[src/rtl/core/lfca_pkg.sv]
// Package for the link frame check and acknowledgement block.
// Holds frame layout constants, CRC constants and the transaction payload types.
// No dependencies.
package lfca_pkg;

    localparam int PAYLOAD_MAX = 512;
    localparam int HDR_LEN     = 32;
    localparam int FRAME_LEN   = HDR_LEN + PAYLOAD_MAX;
    localparam int POS_W       = $clog2(FRAME_LEN);
    localparam int HDR_IDX_W   = $clog2(HDR_LEN);
    localparam int SIZE_W      = 10;

    localparam logic [31:0] LINK_MAGIC        = 32'h314b4c4d;
    localparam logic [7:0]  LINK_VERSION      = 8'd1;
    localparam int          FLAG_PAYLOAD_BIT  = 0;
    localparam int          FLAG_ACK_BIT      = 1;
    localparam logic [31:0] CRC_POLY          = 32'hedb88320;
    localparam logic [31:0] CRC_INIT          = 32'hffffffff;
    localparam logic [31:0] OWN_SESSION_RESET = 32'd1;

    // header byte offsets
    localparam int OFS_MAGIC    = 0;
    localparam int OFS_VERSION  = 4;
    localparam int OFS_FLAGS    = 5;
    localparam int OFS_RSVD8    = 7;
    localparam int OFS_SESSION  = 8;
    localparam int OFS_SEQ      = 12;
    localparam int OFS_ACK_SEQ  = 14;
    localparam int OFS_SIZE     = 16;
    localparam int OFS_RSVD16   = 18;
    localparam int OFS_PAY_CRC  = 20;
    localparam int OFS_HDR_CRC  = 24;
    localparam int OFS_PEER     = 28;

    typedef enum logic {
        KIND_RX_BYTE = 1'b0,
        KIND_STAGE   = 1'b1
    } kind_t;

    typedef struct packed {
        kind_t             kind;
        logic [7:0]        rx_byte;
        logic [SIZE_W-1:0] stage_size;
    } in_item_t;

    typedef struct packed {
        logic              frame_end;
        logic              frame_good;
        logic              deliver;
        logic [SIZE_W-1:0] deliver_size;
        logic              sent_acked;
        logic              need_exchange;
        logic              send_payload;
        logic [15:0]       send_sequence;
        logic              send_ack;
        logic [15:0]       ack_number;
        logic [31:0]       peer_id;
    } out_item_t;

endpackage

[src/rtl/core/link_frame_check_and_ack.sv]
// Receive-side frame checker with stop-and-wait acknowledgement tracking.
// A transaction is held in the input register; its result goes to the result register.
// Throughput: one transaction per cycle unless results stall; set by the byte-wide CRC
//   update and end-of-frame judgment, one pass between input and result register.
// Reset (aresetn low, synchronous): pipeline empties, CRCs go to all ones, session
//   and sequence state clears, own_session returns to 1. Header bytes are not reset.
module link_frame_check_and_ack (
    input  logic                 aclk,
    input  logic                 aresetn,
    // input item channel
    input  logic                 s_valid,
    output logic                 s_ready,
    input  lfca_pkg::in_item_t   s_data,
    // result channel
    output logic                 m_valid,
    input  logic                 m_ready,
    output lfca_pkg::out_item_t  m_data,
    // own_session write channel
    input  logic                 cfg_valid,
    output logic                 cfg_ready,
    input  logic [31:0]          cfg_data
);

    localparam logic [lfca_pkg::POS_W-1:0] POS_LAST = lfca_pkg::POS_W'(lfca_pkg::FRAME_LEN - 1);
    localparam logic [lfca_pkg::POS_W-1:0] POS_HDR  = lfca_pkg::POS_W'(lfca_pkg::HDR_LEN);

    // Reflected CRC-32 over one byte, bit at a time.
    function automatic logic [31:0] crc_byte(input logic [31:0] crc_in, input logic [7:0] b);
        logic [31:0] c;
        c = crc_in ^ {24'd0, b};
        for (int i = 0; i < 8; i++) begin
            c = (c >> 1) ^ (c[0] ? lfca_pkg::CRC_POLY : 32'd0);
        end
        return c;
    endfunction

    // ------------------------------------------------------------------
    // Pipeline registers
    // ------------------------------------------------------------------
    logic                  in_valid_reg;
    lfca_pkg::in_item_t    in_data_reg;
    logic                  out_valid_reg;
    lfca_pkg::out_item_t   out_data_reg;
    logic                  advance;

    // ------------------------------------------------------------------
    // Block state
    // ------------------------------------------------------------------
    logic [31:0]                 own_session_reg;
    logic [lfca_pkg::POS_W-1:0]  byte_pos_reg,        byte_pos_next;
    logic [31:0]                 header_crc_reg,      header_crc_next;
    logic [31:0]                 payload_crc_reg,     payload_crc_next;
    logic [7:0]                  header_capture_reg [lfca_pkg::HDR_LEN];
    logic [31:0]                 remote_id_reg,       remote_id_next;
    logic                        remote_seen_reg,     remote_seen_next;
    logic [15:0]                 tx_seq_reg,          tx_seq_next;
    logic [15:0]                 rx_expected_reg,     rx_expected_next;
    logic [15:0]                 rx_last_reg,         rx_last_next;
    logic                        ack_valid_reg,       ack_valid_next;
    logic                        ack_owed_reg,        ack_owed_next;
    logic                        out_pending_reg,     out_pending_next;

    lfca_pkg::out_item_t         result;

    // Advance the held transaction when the result register is free or being drained;
    // the input register takes a new transaction in the same cycle.
    assign advance   = in_valid_reg && (!out_valid_reg || m_ready);
    assign s_ready   = !in_valid_reg || advance;
    assign m_valid   = out_valid_reg;
    assign m_data    = out_data_reg;
    assign cfg_ready = 1'b1;

    // ------------------------------------------------------------------
    // Header field views (little endian)
    // ------------------------------------------------------------------
    logic [31:0] hdr_magic, hdr_session, hdr_pay_crc, hdr_hdr_crc, hdr_peer;
    logic [15:0] hdr_seq, hdr_ack_seq, hdr_size, hdr_rsvd16;
    logic [7:0]  hdr_version, hdr_flags, hdr_rsvd8;

    function automatic logic [15:0] pick16(input logic [7:0] lo, input logic [7:0] hi);
        return {hi, lo};
    endfunction

    always_comb begin
        hdr_magic   = {pick16(header_capture_reg[lfca_pkg::OFS_MAGIC + 2],
                              header_capture_reg[lfca_pkg::OFS_MAGIC + 3]),
                       pick16(header_capture_reg[lfca_pkg::OFS_MAGIC],
                              header_capture_reg[lfca_pkg::OFS_MAGIC + 1])};
        hdr_session = {pick16(header_capture_reg[lfca_pkg::OFS_SESSION + 2],
                              header_capture_reg[lfca_pkg::OFS_SESSION + 3]),
                       pick16(header_capture_reg[lfca_pkg::OFS_SESSION],
                              header_capture_reg[lfca_pkg::OFS_SESSION + 1])};
        hdr_pay_crc = {pick16(header_capture_reg[lfca_pkg::OFS_PAY_CRC + 2],
                              header_capture_reg[lfca_pkg::OFS_PAY_CRC + 3]),
                       pick16(header_capture_reg[lfca_pkg::OFS_PAY_CRC],
                              header_capture_reg[lfca_pkg::OFS_PAY_CRC + 1])};
        hdr_hdr_crc = {pick16(header_capture_reg[lfca_pkg::OFS_HDR_CRC + 2],
                              header_capture_reg[lfca_pkg::OFS_HDR_CRC + 3]),
                       pick16(header_capture_reg[lfca_pkg::OFS_HDR_CRC],
                              header_capture_reg[lfca_pkg::OFS_HDR_CRC + 1])};
        hdr_peer    = {pick16(header_capture_reg[lfca_pkg::OFS_PEER + 2],
                              header_capture_reg[lfca_pkg::OFS_PEER + 3]),
                       pick16(header_capture_reg[lfca_pkg::OFS_PEER],
                              header_capture_reg[lfca_pkg::OFS_PEER + 1])};
        hdr_seq     = pick16(header_capture_reg[lfca_pkg::OFS_SEQ],
                             header_capture_reg[lfca_pkg::OFS_SEQ + 1]);
        hdr_ack_seq = pick16(header_capture_reg[lfca_pkg::OFS_ACK_SEQ],
                             header_capture_reg[lfca_pkg::OFS_ACK_SEQ + 1]);
        hdr_size    = pick16(header_capture_reg[lfca_pkg::OFS_SIZE],
                             header_capture_reg[lfca_pkg::OFS_SIZE + 1]);
        hdr_rsvd16  = pick16(header_capture_reg[lfca_pkg::OFS_RSVD16],
                             header_capture_reg[lfca_pkg::OFS_RSVD16 + 1]);
        hdr_version = header_capture_reg[lfca_pkg::OFS_VERSION];
        hdr_flags   = header_capture_reg[lfca_pkg::OFS_FLAGS];
        hdr_rsvd8   = header_capture_reg[lfca_pkg::OFS_RSVD8];
    end

    // ------------------------------------------------------------------
    // Single pass: staging, byte intake, CRC update, end-of-frame judgment
    // ------------------------------------------------------------------
    logic                        in_header;
    logic                        in_payload;
    logic [lfca_pkg::POS_W-1:0]  pay_off;
    logic [lfca_pkg::SIZE_W-1:0] stage_sat;
    logic                        fend, good, dlv, acked, changed, peer_ok;
    logic                        flag_pay, flag_ack;
    logic [31:0]                 pay_crc_upd;
    logic [7:0]                  hdr_crc_byte;

    always_comb begin
        byte_pos_next    = byte_pos_reg;
        header_crc_next  = header_crc_reg;
        payload_crc_next = payload_crc_reg;
        remote_id_next   = remote_id_reg;
        remote_seen_next = remote_seen_reg;
        tx_seq_next      = tx_seq_reg;
        rx_expected_next = rx_expected_reg;
        rx_last_next     = rx_last_reg;
        ack_valid_next   = ack_valid_reg;
        ack_owed_next    = ack_owed_reg;
        out_pending_next = out_pending_reg;

        fend     = 1'b0;
        good     = 1'b0;
        dlv      = 1'b0;
        acked    = 1'b0;
        changed  = 1'b0;
        peer_ok  = 1'b0;
        flag_pay = hdr_flags[lfca_pkg::FLAG_PAYLOAD_BIT];
        flag_ack = hdr_flags[lfca_pkg::FLAG_ACK_BIT];

        in_header  = byte_pos_reg < POS_HDR;
        pay_off    = byte_pos_reg - POS_HDR;
        in_payload = !in_header && (16'(pay_off) < hdr_size);

        // the stored header CRC field is counted as zero
        hdr_crc_byte = (byte_pos_reg >= lfca_pkg::POS_W'(lfca_pkg::OFS_HDR_CRC) &&
                        byte_pos_reg <  lfca_pkg::POS_W'(lfca_pkg::OFS_HDR_CRC + 4))
                       ? 8'd0 : in_data_reg.rx_byte;
        pay_crc_upd  = in_payload ? crc_byte(payload_crc_reg, in_data_reg.rx_byte)
                                  : payload_crc_reg;

        stage_sat = (in_data_reg.stage_size > lfca_pkg::SIZE_W'(lfca_pkg::PAYLOAD_MAX))
                    ? lfca_pkg::SIZE_W'(lfca_pkg::PAYLOAD_MAX) : in_data_reg.stage_size;

        unique case (in_data_reg.kind)
            lfca_pkg::KIND_STAGE: begin
                // ignore staging while a payload is still pending
                if (!out_pending_reg) begin
                    out_pending_next = stage_sat != '0;
                end
            end
            lfca_pkg::KIND_RX_BYTE: begin
                if (in_header) begin
                    header_crc_next = crc_byte(header_crc_reg, hdr_crc_byte);
                end
                payload_crc_next = pay_crc_upd;

                if (byte_pos_reg == POS_LAST) begin
                    fend          = 1'b1;
                    ack_owed_next = 1'b0;   // cleared on every frame end; payload frames below may set it again

                    good = (hdr_magic == lfca_pkg::LINK_MAGIC) &&
                           (hdr_version == lfca_pkg::LINK_VERSION) &&
                           (hdr_rsvd8 == 8'd0) && (hdr_rsvd16 == 16'd0) &&
                           (hdr_size <= 16'(lfca_pkg::PAYLOAD_MAX)) &&
                           (~header_crc_reg == hdr_hdr_crc) &&
                           (flag_pay ? (hdr_size != 16'd0 && ~pay_crc_upd == hdr_pay_crc)
                                     : (hdr_size == 16'd0));

                    if (good) begin
                        changed = !remote_seen_reg || (hdr_session != remote_id_reg);
                        if (changed) begin
                            remote_id_next   = hdr_session;
                            remote_seen_next = 1'b1;
                            ack_valid_next   = 1'b0;
                            if (flag_pay) begin
                                rx_expected_next = hdr_seq;
                            end
                        end
                        peer_ok = (hdr_peer == 32'd0) || (hdr_peer == own_session_reg);
                        if (peer_ok) begin
                            if (!changed && out_pending_reg && flag_ack &&
                                hdr_ack_seq == tx_seq_reg) begin
                                out_pending_next = 1'b0;
                                tx_seq_next      = tx_seq_reg + 16'd1;
                                acked            = 1'b1;
                            end
                            if (flag_pay) begin
                                priority if (ack_valid_next && hdr_seq == rx_last_reg) begin
                                    // duplicate: acknowledge again
                                    ack_owed_next = 1'b1;
                                end else if (hdr_seq != rx_expected_next) begin
                                    ack_owed_next = ack_valid_next;
                                end else begin
                                    dlv              = 1'b1;
                                    rx_last_next     = hdr_seq;
                                    rx_expected_next = hdr_seq + 16'd1;
                                    ack_valid_next   = 1'b1;
                                    ack_owed_next    = 1'b1;
                                end
                            end
                        end
                    end

                    byte_pos_next    = '0;
                    header_crc_next  = lfca_pkg::CRC_INIT;
                    payload_crc_next = lfca_pkg::CRC_INIT;
                end else begin
                    byte_pos_next = byte_pos_reg + 1'b1;
                end
            end
            default: ;
        endcase

        result.frame_end     = fend;
        result.frame_good    = good;
        result.deliver       = dlv;
        result.deliver_size  = dlv ? hdr_size[lfca_pkg::SIZE_W-1:0] : '0;
        result.sent_acked    = acked;
        result.need_exchange = ack_owed_next;
        result.send_payload  = out_pending_next;
        result.send_sequence = out_pending_next ? tx_seq_next : 16'd0;
        result.send_ack      = ack_valid_next;
        result.ack_number    = ack_valid_next ? rx_last_next : 16'd0;
        result.peer_id       = remote_seen_next ? remote_id_next : 32'd0;
    end

    // ------------------------------------------------------------------
    // Header byte capture (no reset: every byte is written before the frame end)
    // ------------------------------------------------------------------
    always_ff @(posedge aclk) begin
        if (advance && in_data_reg.kind == lfca_pkg::KIND_RX_BYTE && in_header) begin
            header_capture_reg[byte_pos_reg[lfca_pkg::HDR_IDX_W-1:0]] <= in_data_reg.rx_byte;
        end
    end

    // ------------------------------------------------------------------
    // Payload registers
    // ------------------------------------------------------------------
    always_ff @(posedge aclk) begin
        if (s_valid && s_ready) begin
            in_data_reg <= s_data;
        end
        if (advance) begin
            out_data_reg <= result;
        end
    end

    // ------------------------------------------------------------------
    // Control and tracking state
    // ------------------------------------------------------------------
    always_ff @(posedge aclk) begin
        if (!aresetn) begin
            in_valid_reg    <= 1'b0;
            out_valid_reg   <= 1'b0;
            own_session_reg <= lfca_pkg::OWN_SESSION_RESET;
            byte_pos_reg    <= '0;
            header_crc_reg  <= lfca_pkg::CRC_INIT;
            payload_crc_reg <= lfca_pkg::CRC_INIT;
            remote_id_reg   <= 32'd0;
            remote_seen_reg <= 1'b0;
            tx_seq_reg      <= 16'd0;
            rx_expected_reg <= 16'd0;
            rx_last_reg     <= 16'd0;
            ack_valid_reg   <= 1'b0;
            ack_owed_reg    <= 1'b0;
            out_pending_reg <= 1'b0;
        end else begin
            if (s_valid && s_ready) begin
                in_valid_reg <= 1'b1;
            end else if (advance) begin
                in_valid_reg <= 1'b0;
            end

            if (advance) begin
                out_valid_reg <= 1'b1;
            end else if (m_ready) begin
                out_valid_reg <= 1'b0;
            end

            if (cfg_valid && cfg_ready) begin
                own_session_reg <= cfg_data;
            end

            if (advance) begin
                byte_pos_reg    <= byte_pos_next;
                header_crc_reg  <= header_crc_next;
                payload_crc_reg <= payload_crc_next;
                remote_id_reg   <= remote_id_next;
                remote_seen_reg <= remote_seen_next;
                tx_seq_reg      <= tx_seq_next;
                rx_expected_reg <= rx_expected_next;
                rx_last_reg     <= rx_last_next;
                ack_valid_reg   <= ack_valid_next;
                ack_owed_reg    <= ack_owed_next;
                out_pending_reg <= out_pending_next;
            end
        end
    end

endmodule
[config.mk]
export PLATFORM = sky130hd
export DESIGN_NAME = link_frame_check_and_ack
export DESIGN_NICKNAME = d
export VERILOG_FILES = /design/src/rtl/core/lfca_pkg.sv /design/src/rtl/core/link_frame_check_and_ack.sv
export SDC_FILE = /design/constraint.sdc
export NUM_CORES = 1
export LEC_CHECK = 0
export BUFFER_PORTS_ARGS = -buffer_cell sky130_fd_sc_hd__buf_2
export CAP_MARGIN = 20
export CELL_PAD_IN_SITES_DETAIL_PLACEMENT = 1
export CELL_PAD_IN_SITES_GLOBAL_PLACEMENT = 2
export CORE_UTILIZATION = 35
export CTS_BUF_LIST = sky130_fd_sc_hd__clkbuf_16
export CTS_CLUSTER_SIZE = 30
export DETAILED_ROUTE_END_ITERATION = 6
export PLACE_DENSITY_LB_ADDON = 0.1
export SYNTH_ARGS = -nofsm -noshare
export SYNTH_HDL_FRONTEND = slang
export SYNTH_SLANG_ARGS = --single-unit
[constraint.sdc]
create_clock -name aclk -period 8.8 [get_ports aclk]
set_input_delay 0.44 -clock aclk [delete_from_list [all_inputs] [get_ports aclk]]
set_output_delay 0.44 -clock aclk [all_outputs]
set_load 0.1 [all_outputs]
==> metrics.txt, run 1 <==
outcome=finished clean; Clk Latency, worst-skew pair=0.64 ns; global-route wire length before repair=112 mm; Final min period=5.57 ns; DRT Pass-1 Iters=5; hold path start=cfg_data[0]; placed cell count=3029; reg2reg end=rx_expected_reg[9]$_SDFFE_PN0P_; Leakage=9.68 nW; RSZ-0062 raised after global routing=no; Setup crit start kind=flop; Post-Syn Area=24300 sq um; top cells by area, synth=edfxtp_1 42%, dfxtp_1 16%, xnor2_1 8.3%; Area Overhead vs Synth=15.4%; total power=5.77 mW; fin. max-slew vios=0; WL/cell=23.5 um; Max rail drop VDD=0.000143 V; CTS sink count=534; Slew @ Worst Pin=1.18 ns; WP data arrival=6.09 ns; DRT iter0 DRCs=952; Vias=16400; Remaining DRCs=0; Max FO, Critical Path=32; Post-synth EDFFs=342; crit share post-route=63.3%; post_cts resized=0; core footprint=68600 sq um; Worst-path clk slew=0.06 ns; most frequent cells in the layout=342 x edfxtp_1, 231 x xnor2_1, 192 x dfxtp_1, 172 x nand2_1, 138 x buf_2; # nets final=2255; asr flop ratio synth=0%; initial antenna violation count=0; TNS Setup=0 ns; most common cell after layout, fill and taps aside=edfxtp_1; layout cells sized above 1=12.9%; Detailed Place HPWL=49.1 mm; # fillers=7293; max reg flops=242; gr usage total=21.1%; flop-to-flop setup slack=3.23 ns; Yosys warning count=0; H-Tree Depth=2; Mapped Cells=2037; Rows=96; Primary FF master, synth=edfxtp_1; max-cap violation count=0; Seq/Total Area, Yosys=58.1%; Final Wtd Congestion=0.822; Slew Limit Headroom=21.1%; CTS Buf Count=60; Top Ports=140; fmax=0.180 GHz; CP required=9.33 ns; die area=70500 sq um; largest net degree at the start of global routing=87; Syn Area/Cell=11.9 sq um; Hold Path Sink=own_session_reg[0]$_SDFFE_PN1P_; post-synth top area share=42.3%; Reg-to-Reg Start=in_data_reg[15]$_DFFE_PP_; chip height=265 um; non-filler cells, final=3166; Max Root-Sink Buffers=3; Hold WC Path Type=input port to flop; vias in the first global route=17300; r2r worst-path depth=13; I/O Buffers=138; cell taking the most area after synthesis=edfxtp_1; Crit Path Category=flop to flop; Pwr per Cell Area=206 nW/um^2; Die X-Extent=265 um; Initial Utilization=35.4%; hold depth=3; Final Hold Fails=0; Antenna Violating Nets Remaining=0; Syn Nets=2110; root buffer cell=clkbuf_16; total grt overflow=0; kind of end point of the critical path=flop; Clock Skew=0.0217 ns; post-synth cell types=71; Post-Route WL=74.3 mm; drt via density=5.17; final setup fails=0; Yosys reg bits=534; CTS tree=yes
-- Yosys cell counts, types with 7 or more instances --
| cell type | n |
|---|---|
| nor3_1 | 29 |
| nor2_1 | 94 |
| nor4b_1 | 11 |
| a21oi_1 | 35 |
| o22ai_1 | 33 |
| inv_1 | 34 |
| dfxtp_1 | 192 |
| xnor2_2 | 7 |
| and2_1 | 34 |
| nand3b_1 | 8 |
| or3_1 | 9 |
| and3_1 | 12 |
| buf_2 | 14 |
| mux2i_1 | 82 |
| o21a_1 | 7 |
| nand3_1 | 81 |
| a22o_1 | 32 |
| nand2_1 | 172 |
| nand4_1 | 53 |
| edfxtp_1 | 342 |
| clkbuf_1 | 81 |
| xnor3_1 | 10 |
| nor4_1 | 59 |
| buf_1 | 10 |
| o21ai_0 | 45 |
| nor2b_1 | 59 |
| ha_1 | 17 |
| nand2b_1 | 17 |
| o221a_2 | 13 |
| o211ai_1 | 24 |
| xnor2_1 | 231 |
| a31oi_1 | 9 |
| or4_1 | 9 |
| xor2_1 | 101 |
-- worst max-delay path by stage --
stage,from,to,slack (ns),depth (start not counted)
floorplan,in_data_reg[10]$_DFFE_PP_,m_data[10]$_SDFFCE_PN0P_,4.30,14
global placement,in_data_reg[15]$_DFFE_PP_,m_data[17]$_SDFFCE_PN0P_,3.28,13
detailed placement,byte_pos_reg[5]$_SDFFE_PN0P_,m_data[31]$_SDFFCE_PN0P_,3.26,17
CTS,byte_pos_reg[5]$_SDFFE_PN0P_,m_data[31]$_SDFFCE_PN0P_,3.23,17
global route,byte_pos_reg[2]$_SDFFE_PN0P_,m_data[52]$_SDFFCE_PN0P_,2.88,14
finish,in_data_reg[15]$_DFFE_PP_,rx_expected_reg[9]$_SDFFE_PN0P_,3.23,13
-- worst max-delay path, cell delays in order (launching register included) --
cell and delay [ns]:
edfxtp_1 0.37, buf_4 0.31, xnor2_2 0.62, xnor2_2 0.23, xnor2_1 0.42, xor3_1 0.44
or4_1 0.49, o41ai_2 0.34, nand4_1 0.22, nor4_4 0.37, a21oi_2 0.26, nor3_2 1.01
o22ai_1 0.16, and2_1 0.20
-- routing by layer --
layer  up-vias  GRT usage (%)  share of wire [%]  wire length [um]
met5         -              0                  0                 0
met4         0           5.06                1.9              1390
met3        93           2.95                3.2              2400
met2       231           36.0                 49             36400
met1      8377           28.0                 46             34100
li1       7664              -                  -                 -
-- final cells by class --
cell class / instances / area (sq um) / share of cell area (%)
diodes: 1 / 2.50 / 0.00893
clock buffers: 61 / 1530 / 5.44
clock inverters: 53 / 328 / 1.17
inverters: 34 / 130 / 0.464
multi-input cells: 1360 / 9620 / 34.3
flip-flops and latches: 534 / 14100 / 50.3
well taps: 931 / 1160 / 4.15
repair buffers: 192 / 1160 / 4.12
-- kinds of logic (layout without fill, tap and decap cells) --
family,count (synthesis),count (layout),share of synthesized area (%)
mux,83,83,3.42
compound gates,231,231,6.58
buf+inv,143,340,2.36
simple gates,671,671,14.5
other cells,1,2,0.0154
fa+ha+maj,17,17,0.875
flops,534,534,58.1
xor+xnor,357,357,14.2
-- stage by stage --
step / util (%) / area [sq um] / hold slack, ns / worst slack [ns]
2_1_floorplan: - / 24300 / 0.449 / 4.30
5_1_grt: 40.9 / 28000 / 0.0133 / 2.88
3_3_place_gp: 37.8 / 25900 / 0.462 / 3.28
6_report: 40.9 / 28000 / 0.0410 / 3.23
4_1_cts: 40.8 / 28000 / 0.00370 / 3.23
3_5_place_dp: 37.9 / 26000 / 0.474 / 3.26
-- report_power, final --
part           switching (mW)  total (mW)  internal, mW
clock                    1.05        2.39          1.34
combinational           0.421       0.626         0.206
sequential             0.0383        2.75          2.71
total                    1.51        5.77          4.25
-- timing repair --
action / in CTS / in global routing
buffers inserted: 0 / 0
hold buffers: 19 / 0
hold endpoints to repair: 19 / 0
(Power assumes the default switching activity.)
==> run 2, diff against run 1 <==
==> constraint.sdc (replaced) <==
create_clock -name aclk -period 4.6 [get_ports aclk]
set_input_delay 0.23 -clock aclk [delete_from_list [all_inputs] [get_ports aclk]]
set_output_delay 0.23 -clock aclk [all_outputs]
set_load 0.1 [all_outputs]
==> run 2 against run 1 <==
Effect of this change:
- the run now ends with setup timing left
- register-to-register slack worse by 3.2 ns
- die area did not move
- cell area is 5.8% higher
- count of clock-buffer cells in the layout is 2 higher
- global-route usage rose by 0.29 points
- total power increased by 96%
- combinational power rose by 100%
- utilization increased by 2.4 points
- sequential power is 91% higher
- maximum frequency increased by 21%
- critical path type unchanged
==> metrics.txt, run 2 (synthesis gave the netlist of run 1 again) <==
max-cap violation count=0 (unchanged); Slew @ Worst Pin=1.07 ns (-0.109 ns); Detailed Place HPWL=50.0 mm (+1.8%); CP Cell Sequence=xor2_4 -> buf_4 -> xnor3_2 -> xnor3_1 -> a2111oi_1 -> buf_4 -> nand4_1 -> nand4_1 -> nand4_1 -> nor4_4 -> buf_4 -> a21oi_4 -> nand3b_1 -> mux2_4 -> buf_12 -> a22o_1; antenna fix cells=0 (-1); CP required=4.98 ns (-4.35 ns); Rows=96 (unchanged); WP data arrival=4.98 ns (-1.11 ns); global-route wire length before repair=113 mm (+1.4%); Final Hold Fails=0 (unchanged); kind of end point of the critical path=flop; CP max stage cell=xnor3_2; H-Tree Depth=2 (unchanged); Util after Layout=43.3% (+2.4 points); r2r worst-path depth=16 (+3); hold path start=aresetn; flop-to-flop setup slack=-0.002 ns (-3.23 ns); placed cell count=3097 (+2.2%); WL/cell=22.8 um (-2.7%); Antenna Violating Nets Remaining=0 (unchanged); # nets final=2388 (+5.9%); DRT iter0 DRCs=983 (+3.3%); Max rail drop VDD=0.000283 V (+98%); Hold WC Path Type=input port to flop; largest net degree at the start of global routing=73 (-16%); Crit Path Category=flop to flop; root buffer cell=clkbuf_16; Remaining DRCs=0 (unchanged); CTS sink count=534 (unchanged); Worst-path clk slew=0.06 ns (about the same); register area=14100 sq um (about the same); hold depth=2 (-1); Max FO, Critical Path=8 (-75%); drt via density=5.11 (-1.1%); Final min period=4.60 ns (-0.967 ns); outcome=finished with violations; violated checks=setup timing; layout cells sized above 1=17.9% (+5.0 points); Max Root-Sink Buffers=3 (unchanged); die area=70500 sq um (unchanged); Reg-to-Reg Start=in_data_reg[13]$_DFFE_PP_; chip height=265 um (unchanged); core footprint=68600 sq um (unchanged); Vias=16900 (+3.0%); most frequent cells in the layout=342 x edfxtp_1, 228 x xnor2_1, 189 x dfxtp_1, 171 x nand2_1, 137 x buf_2; initial antenna violation count=0 (unchanged); vias in the first global route=17800 (+3.0%); # fillers=7219 (-1.0%); Post-Route WL=75.3 mm (+1.4%); Area Overhead vs Synth=22.1%; CTS tree=yes; Clk Latency, worst-skew pair=0.65 ns (about the same); CTS Buf Count=61 (+1.7%); gr usage total=21.4% (+0.29 points); reg2reg end=m_data[20]$_SDFFCE_PN0P_; Die X-Extent=265 um (unchanged); non-filler cells, final=3298 (+4.2%); TNS Setup=-0.00176 ns (-0.00176 ns); Initial Utilization=35.4% (unchanged); total grt overflow=0 (unchanged); Buf/Inv on CP=4 (+3); Pwr per Cell Area=380 nW/um^2 (+85%); Slew Limit Headroom=28.8% (+7.7 points); Setup crit start kind=flop; Hold Path Sink=own_session_reg[11]$_SDFFE_PN0P_; I/O Buffers=138 (unchanged); most common cell after layout, fill and taps aside=edfxtp_1; max incr delay on CP=0.48 ns (-0.53 ns); Clock Skew=0.0375 ns (+0.0158 ns); post-route setup slack=-0.00176 ns (-3.23 ns); crit share post-route=100% (+37 points); Leakage=10.5 nW (+8.4%); total power=11.3 mW (+96%); fmax=0.217 GHz (+21%); max reg flops=242 (unchanged); fin. max-slew vios=0 (unchanged); dpl ws=-0.121 ns (-3.38 ns); final setup fails=1 (+1); RSZ-0062 raised after global routing=yes; Top Ports=140 (unchanged); multi-input logic area=9830 sq um (+2.2%); DRT Pass-1 Iters=5 (unchanged); Final Wtd Congestion=0.851 (+3.5%); CP delay by family, top=XOR/XNOR gates
run 2: cell count changes in the layout (fill, tap and decap cells not counted), moves of 4 or more:
cell	delta
buf_4	+82
buf_12	+12
clkinv_1	-7
dlygate4sd3_1	+35
xnor2_4	+5
buf_16	+4
inv_1	-6
clkinv_2	+5
run 2: power by group:
group	switching, mW	internal (mW)
registers	0.0770	5.18
logic	0.814	0.454
clock network	2.05	2.70
total	2.94	8.34
run 2: per-stage QoR:
stage	cell area, sq um	hold WS [ns]
after floorplan	24300	0.329
after global placement	26600	0.408
after detailed placement	26600	0.408
after CTS	29400	0.0663
after global routing	29700	0.0971
final	29700	0.0949
run 2: how the worst max path moves through the flow:
stage | from | endpoint | slack [ns] | cells past startpoint
5_1_grt | in_data_reg[10]$_DFFE_PP_ | m_data[29]$_SDFFCE_PN0P_ | -0.14 | 14
2_1_floorplan | in_data_reg[10]$_DFFE_PP_ | m_data[10]$_SDFFCE_PN0P_ | 0.10 | 14
3_5_place_dp | byte_pos_reg[5]$_SDFFE_PN0P_ | m_data[20]$_SDFFCE_PN0P_ | -0.12 | 19
6_report | in_data_reg[13]$_DFFE_PP_ | m_data[20]$_SDFFCE_PN0P_ | -0.002 | 16
3_3_place_gp | byte_pos_reg[5]$_SDFFE_PN0P_ | m_data[62]$_SDFFCE_PN0P_ | 0.01 | 19
4_1_cts | byte_pos_reg[6]$_SDFFE_PN0P_ | m_data[20]$_SDFFCE_PN0P_ | 0.002 | 20
run 2: timing repair:
item | CTS | global route
endpoints found under the hold margin | 53 | 0
gates resized for setup | 29 | 27
endpoints found under the setup margin | 50 | 53
buffers inserted | 9 | 19
hold buffers | 54 | 0
pin swaps | 9 | 47
cloned | 4 | 0
run 2: cell type report:
type / count / share of cell area (%)
Sequential cell: 534 / 47.6
Multi-Input combinational cell: 1360 / 33.1
Timing Repair Buffer: 324 / 8.35
Clock buffer: 63 / 5.31
Tap cell: 931 / 3.93
Clock inverter: 52 / 1.25
Inverter: 34 / 0.455
run 2: per-layer routing:
metal,global-route usage (%),wire length [um],vias to the layer above,part of all wire [%]
met5,0,0,-,0
met4,6.01,1720,0,2.3
met3,2.87,2620,99,3.5
met2,37.0,37200,273,49
met1,27.8,33800,8568,45
li1,-,-,7922,-
==> run 3, diff against run 2 <==
--- a/config.mk
+++ b/config.mk
@@ -13,6 +13,7 @@
 export CTS_BUF_LIST = sky130_fd_sc_hd__clkbuf_16
 export CTS_CLUSTER_SIZE = 30
 export DETAILED_ROUTE_END_ITERATION = 6
+export HOLD_SLACK_MARGIN = 0.03
 export PLACE_DENSITY_LB_ADDON = 0.1
 export SYNTH_ARGS = -nofsm -noshare
 export SYNTH_HDL_FRONTEND = slang
==> constraint.sdc (replaced) <==
create_clock -name aclk -period 4.6 [get_ports aclk]
set_input_delay 0.69 -clock aclk [delete_from_list [all_inputs] [get_ports aclk]]
set_output_delay 0.69 -clock aclk [all_outputs]
set_load 0.1 [all_outputs]
==> run 3 against run 2 <==
Effect of this change:
- the flow still finishes with violations (setup timing)
- clock power about the same
- maximum frequency down 0.27%
- die area is the same
- total power shrank 0.43%
- wire length down 0.84%
- count of clock-buffer cells in the layout down 2
- first-iteration DRC count is 3.0% lower
- combinational power down 4%
- critical path depth shrank 1
- sequential share of layout area is 1.3 points higher
- utilization is 1.1 points lower
- sequential cell count did not move
- critical endpoint is now m_data[2]$_SDFFCE_PN0P_
- highest routed layer unchanged
==> metrics.txt, run 3 (synthesis gave the netlist of run 1 again) <==
Sw Pwr=2.94 mW (about the same); core footprint=68600 sq um (unchanged); CTS tree=yes; Max FO, Critical Path=8 (unchanged); Setup crit start kind=flop; CTS Buf Count=60 (-1.6%); DRT Pass-1 Iters=5 (unchanged); RSZ-0062 raised after global routing=yes; Leakage=10.1 nW (-3.8%); die area=70500 sq um (unchanged); fin. max-slew vios=0 (unchanged); Post-Route WL=74.7 mm (-0.84%); total grt overflow=0 (unchanged); Flop pwr share=46.8% (about the same); gr usage total=21.1% (-0.26 points); Comb pwr share=10.9% (-0.3 points); most common cell after layout, fill and taps aside=edfxtp_1; Pwr per Cell Area=389 nW/um^2 (+2.3%); Worst-path clk slew=0.06 ns (about the same); Sw Ratio=26.2% (+0.10 points); vias in the first global route=17400 (-2.4%); Slew @ Worst Pin=1.13 ns (+0.0583 ns); Int Power=8.29 mW (-0.57%); antenna fix cells=0 (unchanged); dpl ws=-0.0996 ns (+0.0213 ns); layout cells sized above 1=17.2% (-0.74 points); Remaining DRCs=0 (unchanged); root buffer cell=clkbuf_16; Detailed Place HPWL=49.6 mm (-0.77%); final setup fails=6 (+5); largest net degree at the start of global routing=148 (+100%); Antenna Violating Nets Remaining=0 (unchanged); Rows=96 (unchanged); WP data arrival=5.00 ns (+0.02 ns); most frequent cells in the layout=342 x edfxtp_1, 228 x xnor2_1, 190 x dfxtp_1, 171 x nand2_1, 137 x buf_2; WL/cell=23.2 um (+1.8%); post-route setup slack=-0.0141 ns (-0.0123 ns); total power=11.2 mW (-0.43%); Initial Utilization=35.4% (unchanged); Top Ports=140 (unchanged); Clock Skew=0.0183 ns (-0.0192 ns); WHS=0.223 ns (+0.128 ns); # nets final=2306 (-3.4%); Max rail drop VDD=0.000262 V (-7.4%); Vias=16600 (-1.3%); placed cell count=3088 (-0.29%); max-cap violation count=0 (unchanged); CTS sink count=534 (unchanged); violated checks=setup timing; chip height=265 um (unchanged); hold path start=s_data[4]; hold depth=1 (-1); non-filler cells, final=3214 (-2.5%); I/O Buffers=138 (unchanged); global-route wire length before repair=112 mm (-1.1%); Clk Latency, worst-skew pair=0.65 ns (about the same); drt via density=5.18 (+1.3%); Clk pwr share=42.3% (+0.2 points); Slew Limit Headroom=24.9% (-3.9 points); CP required=4.99 ns (about the same); DRT iter0 DRCs=954 (-3.0%); Die X-Extent=265 um (unchanged); kind of end point of the critical path=flop; Max Root-Sink Buffers=3 (unchanged); Area Overhead vs Synth=18.9%; Final Hold Fails=0 (unchanged); Reg-to-Reg Start=in_data_reg[11]$_DFFE_PP_; Hold WC Path Type=input port to flop; reg2reg end=m_data[2]$_SDFFCE_PN0P_; Final Wtd Congestion=0.820 (-3.6%); H-Tree Depth=2 (unchanged); fmax=0.217 GHz (-0.27%); max reg flops=242 (unchanged); outcome=finished with violations; Final min period=4.61 ns (+0.0123 ns); flop-to-flop setup slack=-0.01 ns (about the same); initial antenna violation count=1 (+1); r2r worst-path depth=15 (-1); Crit Path Category=flop to flop; crit share post-route=100% (+0.27 points); Hold Path Sink=in_data_reg[4]$_DFFE_PP_
-- run 3: cell count changes in the layout (fill, tap and decap cells not counted), sizes merged --
cell / delta
bufinv: +1
dlygate4sd3: -54
clkbuf: -2
clkinvlp: -1
inv: -4
clkinv: +3
buf: -27
-- run 3: how the worst max path moves through the flow --
stage | from | end | slack (ns)
after detailed placement | byte_pos_reg[6]$_SDFFE_PN0P_ | m_data[23]$_SDFFCE_PN0P_ | -0.1
after global routing | byte_pos_reg[6]$_SDFFE_PN0P_ | m_data[2]$_SDFFCE_PN0P_ | -0.12
after floorplan | in_data_reg[10]$_DFFE_PP_ | m_data[10]$_SDFFCE_PN0P_ | 0.10
final | in_data_reg[11]$_DFFE_PP_ | m_data[2]$_SDFFCE_PN0P_ | -0.01
after CTS | byte_pos_reg[6]$_SDFFE_PN0P_ | m_data[2]$_SDFFCE_PN0P_ | -0.02
after global placement | byte_pos_reg[6]$_SDFFE_PN0P_ | m_data[55]$_SDFFCE_PN0P_ | -0.02
-- run 3: through the flow --
| stage | cell area, sq um | util [%] | TNS (ns) |
|---|---|---|---|
| after floorplan | 24300 | - | 0 |
| after global placement | 26600 | 38.7 | -0.0451 |
| after detailed placement | 26600 | 38.7 | -2.93 |
| after CTS | 28800 | 41.9 | -0.0947 |
| after global routing | 28900 | 42.1 | -3.28 |
| final | 28900 | 42.1 | -0.0386 |
-- run 3: power groups by stage --
stage | Sequential [mW] | Combinational (mW) | Clock [mW]
after global routing | 5.27 | 1.30 | 5.05
final | 5.26 | 1.22 | 4.75
after floorplan | 5.62 | 0.607 | 0
after detailed placement | 5.36 | 1.22 | 0
after global placement | 5.36 | 1.22 | 0
after CTS | 5.26 | 1.23 | 4.88
-- run 3: layout make-up --
class | count | area (sq um)
Clock buffer | 61 | 1530
Clock inverter | 51 | 395
Fill cell | 7197 | 39700
Inverter | 34 | 133
Multi-Input combinational cell | 1360 | 9820
Sequential cell | 534 | 14100
Tap cell | 931 | 1160
Timing Repair Buffer | 243 | 1730
-- run 3: timing repair --
action / 4_1_cts / 5_1_grt
hold endpoints to repair: 0 / 0
setup buffers: 6 / 4
cloned: 4 / 0
setup endpoints to repair: 51 / 94
hold buffers: 0 / 0
gates resized for setup: 27 / 17
pin swaps: 44 / 8
-- run 3: routing by layer --
metal | part of all wire, % | wire length, um | track usage [%]
met1 | 45 | 33300 | 27.9
met2 | 49 | 36500 | 35.9
met3 | 4.1 | 3040 | 2.85
met4 | 2.5 | 1830 | 6.11
met5 | 0 | 0 | 0
-- run 3: critical path: stages (launching register included) --
cell and delay [ns]:
edfxtp_1 0.52, xnor2_4 0.33, buf_4 0.20, xnor3_1 0.23, xor2_1 0.24, xnor2_1 0.10
or4_1 0.56, o41ai_2 0.38, nand4_1 0.21, nor4_4 0.27, buf_4 0.18, a21oi_4 0.07
nand3b_1 0.21, mux2_4 0.43, buf_16 0.18, a22o_1 0.22
